<file path="config.mk">
export PLATFORM = sky130hd
export DESIGN_NAME = lru_key_store_top
export DESIGN_NICKNAME = d
export VERILOG_FILES = /design/src/hdl/lks_pkg.sv /design/src/hdl/lru_key_store_top.sv /design/src/hdl/lks_ctrl.sv /design/src/hdl/lks_datapath.sv
export SDC_FILE = /design/constraint.sdc
export NUM_CORES = 2
export LEC_CHECK = 0
export BUFFER_PORTS_ARGS = -buffer_cell sky130_fd_sc_hd__buf_2
export CAP_MARGIN = 20
export CORE_UTILIZATION = 40
export DETAILED_ROUTE_END_ITERATION = 10
export SLEW_MARGIN = 25
export SYNTH_ARGS = -nofsm -noshare
export SYNTH_HDL_FRONTEND = slang
export SYNTH_SLANG_ARGS = --single-unit
</file>
<file path="constraint.sdc">
create_clock -name clk_i -period 20.9 [get_ports clk_i]
set_input_delay 1.045 -clock clk_i [delete_from_list [all_inputs] [get_ports clk_i]]
set_output_delay 1.045 -clock clk_i [all_outputs]
set_load 0.01 [all_outputs]
</file>
<file path="src/hdl/lks_pkg.sv">
// ----------------------------------------------------------------------------
// lks_pkg
// Shared constants, codes and controller/datapath types for the LRU key store.
// ----------------------------------------------------------------------------
package lks_pkg;

  localparam int unsigned KEY_W       = 64;
  localparam int unsigned CAP_W       = 5;
  localparam int unsigned ENTRIES_DEF = 16;

  localparam logic [CAP_W-1:0] CAP_RESET = 5'd16;

  localparam logic [1:0] CMD_LOOKUP = 2'd0;
  localparam logic [1:0] CMD_INSERT = 2'd1;
  localparam logic [1:0] CMD_DUMP   = 2'd2;

  typedef enum logic [2:0] {
    ST_IDLE,
    ST_MATCH,
    ST_UPDATE,
    ST_RESP,
    ST_DUMP,
    ST_DRESP
  } state_e;

  typedef struct packed {
    logic load;
    logic match;
    logic update;
    logic dump_clr;
    logic dump_load;
    logic dump_step;
  } dp_cmd_t;

  typedef struct packed {
    logic last;
  } dp_sts_t;

endpackage

</file>
<file path="src/hdl/lru_key_store_top.sv">
// ----------------------------------------------------------------------------
// lru_key_store_top
// Fully associative key store in recency order with lookup, insert and dump.
// ----------------------------------------------------------------------------
//  channel | direction | payload
//  in      | input     | cmd_i, lookup_key_i
//  out     | output    | hit_o, evicted_o, evicted_key_o, entry_key_o, last_o,
//          |           | store_empty_o
//  cfg     | input     | cfg_data_i (capacity in use)
//
//  Lookup and insert: accept, compare, update, then one result.
//  Dump: one result per rank, capacity results, read through the shared read port.
//  Reset: store empty, capacity 16.
//  A waiting result holds the block; no item is accepted until it is taken.
// ----------------------------------------------------------------------------
module lru_key_store_top
  import lks_pkg::*;
#(
  parameter int unsigned ENTRIES = ENTRIES_DEF
) (
  input  logic                    clk_i,
  input  logic                    rst_ni,
  input  logic                    in_valid_i,
  output logic                    in_ready_o,
  input  logic        [1:0]       cmd_i,
  input  logic signed [KEY_W-1:0] lookup_key_i,
  output logic                    out_valid_o,
  input  logic                    out_ready_i,
  output logic                    hit_o,
  output logic                    evicted_o,
  output logic signed [KEY_W-1:0] evicted_key_o,
  output logic signed [KEY_W-1:0] entry_key_o,
  output logic                    last_o,
  output logic                    store_empty_o,
  input  logic                    cfg_valid_i,
  output logic                    cfg_ready_o,
  input  logic        [CAP_W-1:0] cfg_data_i
);

  dp_cmd_t dp_cmd;
  dp_sts_t dp_sts;

  lks_ctrl u_ctrl (
    .clk_i       (clk_i),
    .rst_ni      (rst_ni),
    .in_valid_i  (in_valid_i),
    .in_ready_o  (in_ready_o),
    .cmd_i       (cmd_i),
    .out_valid_o (out_valid_o),
    .out_ready_i (out_ready_i),
    .dp_cmd_o    (dp_cmd),
    .dp_sts_i    (dp_sts)
  );

  lks_datapath #(
    .ENTRIES (ENTRIES)
  ) u_datapath (
    .clk_i         (clk_i),
    .rst_ni        (rst_ni),
    .cmd_i         (cmd_i),
    .lookup_key_i  (lookup_key_i),
    .cfg_valid_i   (cfg_valid_i),
    .cfg_ready_o   (cfg_ready_o),
    .cfg_data_i    (cfg_data_i),
    .dp_cmd_i      (dp_cmd),
    .dp_sts_o      (dp_sts),
    .hit_o         (hit_o),
    .evicted_o     (evicted_o),
    .evicted_key_o (evicted_key_o),
    .entry_key_o   (entry_key_o),
    .last_o        (last_o),
    .store_empty_o (store_empty_o)
  );

endmodule

</file>
<file path="src/hdl/lks_ctrl.sv">
// ----------------------------------------------------------------------------
// lks_ctrl
// Sequencer for lookup, insert and dump items; drives the datapath commands.
// ----------------------------------------------------------------------------
module lks_ctrl
  import lks_pkg::*;
(
  input  logic       clk_i,
  input  logic       rst_ni,
  input  logic       in_valid_i,
  output logic       in_ready_o,
  input  logic [1:0] cmd_i,
  output logic       out_valid_o,
  input  logic       out_ready_i,
  output dp_cmd_t    dp_cmd_o,
  input  dp_sts_t    dp_sts_i
);

  state_e state_q, state_d;

  always_ff @(posedge clk_i or negedge rst_ni) begin
    if (!rst_ni) begin
      state_q <= ST_IDLE;
    end else begin
      state_q <= state_d;
    end
  end

  always_comb begin
    state_d     = state_q;
    in_ready_o  = 1'b0;
    out_valid_o = 1'b0;
    dp_cmd_o    = '0;
    case (state_q)
      ST_IDLE: begin
        in_ready_o = 1'b1;
        if (in_valid_i) begin
          if (cmd_i == CMD_LOOKUP || cmd_i == CMD_INSERT) begin
            dp_cmd_o.load = 1'b1;
            state_d       = ST_MATCH;
          end else if (cmd_i == CMD_DUMP) begin
            dp_cmd_o.dump_clr = 1'b1;
            state_d           = ST_DUMP;
          end
        end
      end
      ST_MATCH: begin
        dp_cmd_o.match = 1'b1;
        state_d        = ST_UPDATE;
      end
      ST_UPDATE: begin
        dp_cmd_o.update = 1'b1;
        state_d         = ST_RESP;
      end
      ST_RESP: begin
        out_valid_o = 1'b1;
        if (out_ready_i) begin
          state_d = ST_IDLE;
        end
      end
      ST_DUMP: begin
        dp_cmd_o.dump_load = 1'b1;
        state_d            = ST_DRESP;
      end
      ST_DRESP: begin
        out_valid_o = 1'b1;
        if (out_ready_i) begin
          if (dp_sts_i.last) begin
            state_d = ST_IDLE;
          end else begin
            dp_cmd_o.dump_step = 1'b1;
            state_d            = ST_DUMP;
          end
        end
      end
      default: begin
        state_d = ST_IDLE;
      end
    endcase
  end

endmodule

</file>
<file path="src/hdl/lks_datapath.sv">
// ----------------------------------------------------------------------------
// lks_datapath
// Recency-ordered key registers, parallel match, promote/evict shift, dump
// read-out, capacity register and result registers.
// ----------------------------------------------------------------------------
module lks_datapath
  import lks_pkg::*;
#(
  parameter int unsigned ENTRIES = ENTRIES_DEF
) (
  input  logic                    clk_i,
  input  logic                    rst_ni,
  input  logic        [1:0]       cmd_i,
  input  logic signed [KEY_W-1:0] lookup_key_i,
  input  logic                    cfg_valid_i,
  output logic                    cfg_ready_o,
  input  logic        [CAP_W-1:0] cfg_data_i,
  input  dp_cmd_t                 dp_cmd_i,
  output dp_sts_t                 dp_sts_o,
  output logic                    hit_o,
  output logic                    evicted_o,
  output logic signed [KEY_W-1:0] evicted_key_o,
  output logic signed [KEY_W-1:0] entry_key_o,
  output logic                    last_o,
  output logic                    store_empty_o
);

  localparam int unsigned OCC_W = $clog2(ENTRIES + 1);
  localparam int unsigned IW    = (ENTRIES > 1) ? $clog2(ENTRIES) : 1;
  localparam int unsigned CW    = (OCC_W > CAP_W) ? OCC_W : CAP_W;

  function automatic logic [OCC_W-1:0] eff_cap_f(input logic [CAP_W-1:0] cap);
    logic [CW-1:0] c;
    c = CW'(cap);
    if (c == '0) begin
      return OCC_W'(1);
    end else if (c > CW'(ENTRIES)) begin
      return OCC_W'(ENTRIES);
    end else begin
      return OCC_W'(c);
    end
  endfunction

  logic [KEY_W-1:0] keys_q [ENTRIES];
  logic [KEY_W-1:0] keys_d [ENTRIES];
  logic [KEY_W-1:0] key_q;
  logic [1:0]       cmd_q;
  logic [ENTRIES-1:0] match_q;
  logic [OCC_W-1:0] occ_q, occ_d;
  logic [CAP_W-1:0] cap_q;
  logic [IW-1:0]    dump_idx_q;

  logic [OCC_W-1:0] eff_cap;
  logic [OCC_W-1:0] cap_last;
  logic [IW-1:0]    rd_idx;
  logic [KEY_W-1:0] rd_key;
  logic             hit_any;
  logic [OCC_W-1:0] hit_pos;
  logic             shift_en;
  logic [OCC_W-1:0] shift_pos;
  logic             evict;
  logic             dump_last;

  assign cfg_ready_o = 1'b1;
  assign eff_cap     = eff_cap_f(cap_q);
  assign cap_last    = eff_cap - OCC_W'(1);
  assign rd_idx      = (dp_cmd_i.dump_load) ? dump_idx_q : cap_last[IW-1:0];
  assign rd_key      = keys_q[rd_idx];
  assign dump_last   = (OCC_W'(dump_idx_q) == cap_last);
  assign hit_any     = |match_q;
  assign dp_sts_o.last = last_o;

  always_comb begin
    hit_pos = '0;
    for (int i = ENTRIES - 1; i >= 0; i--) begin
      if (match_q[i]) begin
        hit_pos = OCC_W'(i);
      end
    end
  end

  always_comb begin
    shift_en  = 1'b0;
    shift_pos = '0;
    evict     = 1'b0;
    occ_d     = occ_q;
    if (cfg_valid_i) begin
      if (occ_q > eff_cap_f(cfg_data_i)) begin
        occ_d = eff_cap_f(cfg_data_i);
      end
    end else if (dp_cmd_i.update) begin
      if (hit_any) begin
        shift_en  = 1'b1;
        shift_pos = hit_pos;
      end else if (cmd_q == CMD_INSERT) begin
        shift_en = 1'b1;
        if (occ_q >= eff_cap) begin
          evict     = 1'b1;
          shift_pos = cap_last;
          occ_d     = eff_cap;
        end else begin
          shift_pos = occ_q;
          occ_d     = occ_q + OCC_W'(1);
        end
      end
    end
  end

  always_comb begin
    for (int i = 0; i < ENTRIES; i++) begin
      keys_d[i] = keys_q[i];
      if (shift_en) begin
        if (i == 0) begin
          keys_d[i] = key_q;
        end else if (OCC_W'(i) <= shift_pos) begin
          keys_d[i] = keys_q[(i > 0) ? i - 1 : 0];
        end
      end
    end
  end

  always_ff @(posedge clk_i) begin
    for (int i = 0; i < ENTRIES; i++) begin
      keys_q[i] <= keys_d[i];
    end
    if (dp_cmd_i.load) begin
      key_q <= lookup_key_i;
      cmd_q <= cmd_i;
    end
    if (dp_cmd_i.match) begin
      for (int i = 0; i < ENTRIES; i++) begin
        match_q[i] <= (keys_q[i] == key_q) && (OCC_W'(i) < occ_q);
      end
    end
    if (dp_cmd_i.update) begin
      hit_o         <= hit_any;
      evicted_o     <= evict;
      evicted_key_o <= evict ? rd_key : '0;
      entry_key_o   <= '0;
      last_o        <= 1'b1;
      store_empty_o <= (occ_d == '0);
    end else if (dp_cmd_i.dump_load) begin
      hit_o         <= 1'b0;
      evicted_o     <= 1'b0;
      evicted_key_o <= '0;
      entry_key_o   <= (OCC_W'(dump_idx_q) < occ_q) ? rd_key : '0;
      last_o        <= dump_last;
      store_empty_o <= (occ_q == '0);
    end
  end

  always_ff @(posedge clk_i or negedge rst_ni) begin
    if (!rst_ni) begin
      occ_q      <= '0;
      cap_q      <= CAP_RESET;
      dump_idx_q <= '0;
    end else begin
      occ_q <= occ_d;
      if (cfg_valid_i) begin
        cap_q <= cfg_data_i;
      end
      if (dp_cmd_i.dump_clr) begin
        dump_idx_q <= '0;
      end else if (dp_cmd_i.dump_step) begin
        dump_idx_q <= dump_idx_q + IW'(1);
      end
    end
  end

`ifndef SYNTHESIS
  a_occ_within_cap: assert property (@(posedge clk_i) disable iff (!rst_ni)
    occ_q <= eff_cap)
    else $error("occupancy above capacity");

  a_dump_idx_range: assert property (@(posedge clk_i) disable iff (!rst_ni)
    dp_cmd_i.dump_load |-> OCC_W'(dump_idx_q) < eff_cap)
    else $error("dump rank beyond capacity");

  a_update_occ_step: assert property (@(posedge clk_i) disable iff (!rst_ni)
    dp_cmd_i.update |=> (occ_q == $past(occ_q)) || (occ_q == $past(occ_q) + OCC_W'(1)))
    else $error("occupancy changed by more than one");

  a_evict_full: assert property (@(posedge clk_i) disable iff (!rst_ni)
    evict |-> (occ_q == eff_cap) && !hit_any)
    else $error("eviction while not full or on a hit");
`endif

endmodule
</file>
==> run_results.csv <==
group,metric,value,unit
outcome,status,"completed",
timing,setup_violations,0,
route,routed_wl,256000,um
worst_hold_path,hp-class,"primary input to asynchronous set/reset pin",
placement,port_buffers,209,
placement,hpwl,192000,um
floorplan,core_area,0.150,sq mm
route,via_per_inst,6.32,
synthesis,synth_edf_count,1173,
grt,grt_overflow,0,
finish,seq_area,0.0370,sq mm
power,power.static_leakage,24.1,nW
critical_path,worstPathArrival,7.18,ns
timing,min_period,6.52,ns
timing,hold_viol_final,0,
synthesis,yosysSeqAreaShare,61.1,%
route,dr.pass1.iters,8,
power,vdd_drop_max,0.0699,mV
critical_path,worstPathRequired,21.57,ns
finish,nets,4330,
synthesis,synth_top_cell_area_share,58.2,%
grt,antenna_found_initial,11,
clock_network,ctsResizeCount,0,
synthesis,yosys_warnings,0,
critical_path,r2r_start,"u_datapath.cap_q[4]",
timing,fmax,153,MHz
synthesis,synth.top_cells.by_area,"edfxtp_1 (58%), xor2_1 (8.8%), mux2i_1 (8.3%)",
route,via_count,40200,
clock_network,clock_sinks,1255,
timing,slew_violations,0,
synthesis,postSynthAreaPerCell,15.1,sq um
placement,gp_congestion,1.17,
grt,grt_max_degree,114,
clock_network,cts_buffer_depth,3,
timing,rsz0062_at_grt,"false",
critical_path,worst_r2r_endpoint,"u_datapath.evicted_key_o[50]",
synthesis,ys.flop_type,"edfxtp_1",
power,power_density,106,mW/mm^2
finish,final_cell_mix,"edfxtp_1 (1173), xor2_1 (606), mux2i_1 (494), xnor2_1 (335), buf_2 (209)",
route,drc,0,
clock_network,clkTransAtPathRegs,0.06,ns
timing,fin_tns_setup,0,ns
synthesis,syn-instance-count,4013,
clock_network,cts_tree,"built",
critical_path,cp_max_fo,61,
placement,place_area,0.0641,sq mm
synthesis,ys_types,65,
critical_path,rr_worst_depth,12,
finish,mostFrequentLayoutCell,"edfxtp_1",
synthesis,synth_fp_nets,4106,
grt,grtUsageTotal,33.1,%
route,wl_per_cell,40.3,um
timing,worst_slew_pin_slew,1.28,ns
floorplan,die_x,391,um
finish,fill_cells,13300,
critical_path,cp-end-kind,"flip-flop",
timing,fin_worst_skew,0.0319,ns
clock_network,holdBufCountCts,0,
synthesis,synth.largest_area_cell,"edfxtp_1",
critical_path,regToRegSetupSlack,14.38,ns
clock_network,cts_root_buffer,"clkbuf_16",
clock_network,cts_setup_buffers,0,
critical_path,critPathKind,"flip-flop to flip-flop",
floorplan,rows,142,
critical_path,cp-start-kind,"flip-flop",
floorplan,io_pins,211,
synthesis,synthArstFlopShare,1.35,%
floorplan,die_h,391,um
finish,multi_input_area,0.0224,sq mm
timing,final.period_utilization,31.2,%
flow_run,drv_cap,0,
floorplan,initial_core_util,40.3,%
route,postRouteAntennaNets,0,
finish,drive_above_1_share,16.8,%
timing,slew_headroom,14.2,%
grt,grt_pass1_vias,38100,
synthesis,syn_area,0.0605,sq mm
synthesis,ys_seq_elements,1255,
finish,design_area,0.0687,sq mm
route,drt-initial-drc-count,6532,
clock_network,numCtsBuffers,142,
finish,synthToLayoutAreaGrowth,13.6,%
timing,finalHoldWorstSlack,0.180,ns
grt,grt_pass1_wl,339000,um
floorplan,die-area,0.153,sq mm
clock_network,htreeDepth,4,
clock_network,clock_latency,0.81,ns
[cell families (layout without fill, tap and decap cells)]
group	Yosys count	in the layout	share of synthesized area [%]
buf+inv	332	670	2.37
compound gates	257	257	3.21
flops	1255	1255	61.1
other cells	1	5	0.00620
fa+ha+maj	17	17	0.352
simple gates	549	549	5.24
mux	661	661	14.1
xor+xnor	941	941	13.6
[critical path, cell delays in order, from the launching register on]
cell and delay [ns]:
dfstp_2 0.54, clkinv_1 0.21, o21ai_1 0.38, ha_1 0.39, mux2i_4 0.14, buf_4 0.61, buf_4 0.76, buf_4 0.88
buf_4 0.94, mux2i_1 0.20, mux4_2 0.50, mux2i_1 0.46, and2_1 0.21
[worst max-delay path by stage]
stage	start	end	slack, ns	depth (start not counted)
2_1_floorplan	cmd_i[1]	u_datapath.cmd_q[0]	12.81	2
3_3_place_gp	u_datapath.cap_q[4]	u_datapath.evicted_key_o[9]	14.59	13
3_5_place_dp	u_datapath.cap_q[4]	u_datapath.evicted_key_o[50]	14.45	12
4_1_cts	u_datapath.cap_q[4]	u_datapath.evicted_key_o[50]	14.42	12
5_1_grt	u_datapath.cap_q[4]	u_datapath.evicted_key_o[50]	14.10	12
6_report	u_datapath.cap_q[4]	u_datapath.evicted_key_o[50]	14.38	12
[flip-flops by register name, indices dropped and copies added, names as in the netlist, 2 cells and up]
name                      count
u_datapath.keys_q          1024
u_datapath.entry_key_o       64
u_datapath.evicted_key_o     64
u_datapath.key_q             64
u_datapath.match_q           16
u_datapath.cap_q              5
u_datapath.occ_q              5
u_datapath.dump_idx_q         4
u_ctrl.state_q                3
u_datapath.cmd_q              2
[Yosys cell counts (all sizes together) (4+ instances only)]
master and n:
nand2 36, o221ai 6, o22ai 30, nand4 119, nor4 185, a221oi 18
o21ai 26, a31oi 4, clkbuf 154, nor2b 6, xnor2 335, xor2 606
a21oi 24, a22o 72, o31ai 4, nand2b 7, a2111oi 7, a21o 4
a22oi 6, dfrtp 16, dfxtp 65, buf 98, mux4 151, a211oi 11
nor3 27, ha 17, o2bb2ai 12, mux2 8, o211ai 8, edfxtp 1173
a2bb2oi 4, and2 69, mux2i 502, inv 79, nor2 50, nand3 33
[stage by stage]
step / utilization [%] / power (mW) / worst slack, ns / instances
after detailed placement: 42.7 / 4.79 / 14.45 / 6108
after floorplan: - / 4.06 / 12.81 / 4013
final: 45.8 / 7.30 / 14.38 / 6371
after global routing: 45.8 / 7.44 / 14.10 / 6367
after global placement: 42.7 / 4.78 / 14.59 / 6107
after CTS: 45.8 / 7.26 / 14.42 / 6366
[power by group]
group	leakage [nW]	switching, mW	internal, mW	total [mW]
Clock	2.21	1.09	1.41	2.50
Combinational	10.5	1.15	0.559	1.71
Sequential	11.4	0.138	2.95	3.09
Total	24.1	2.38	4.92	7.30
[area by class of cell]
cell class | count | share of cell area (%)
multi-input cells | 2426 | 32.6
flip-flops and latches | 1255 | 53.8
inverters | 80 | 0.439
clock inverters | 77 | 1.02
diodes | 4 | 0.0146
well taps | 2016 | 3.67
clock buffers | 181 | 5.57
repair buffers | 332 | 2.93
[layer usage]
| layer | vias to the layer above | wire (um) | global-route usage [%] |
|---|---|---|---|
| met5 | - | 69 | 0 |
| met3 | 695 | 30300 | 8.50 |
| met4 | 12 | 23100 | 25.2 |
| li1 | 15800 | - | - |
| met1 | 20500 | 92800 | 42.3 |
| met2 | 3220 | 110000 | 48.1 |
No activity file was read; power rests on OpenSTA's default activity.
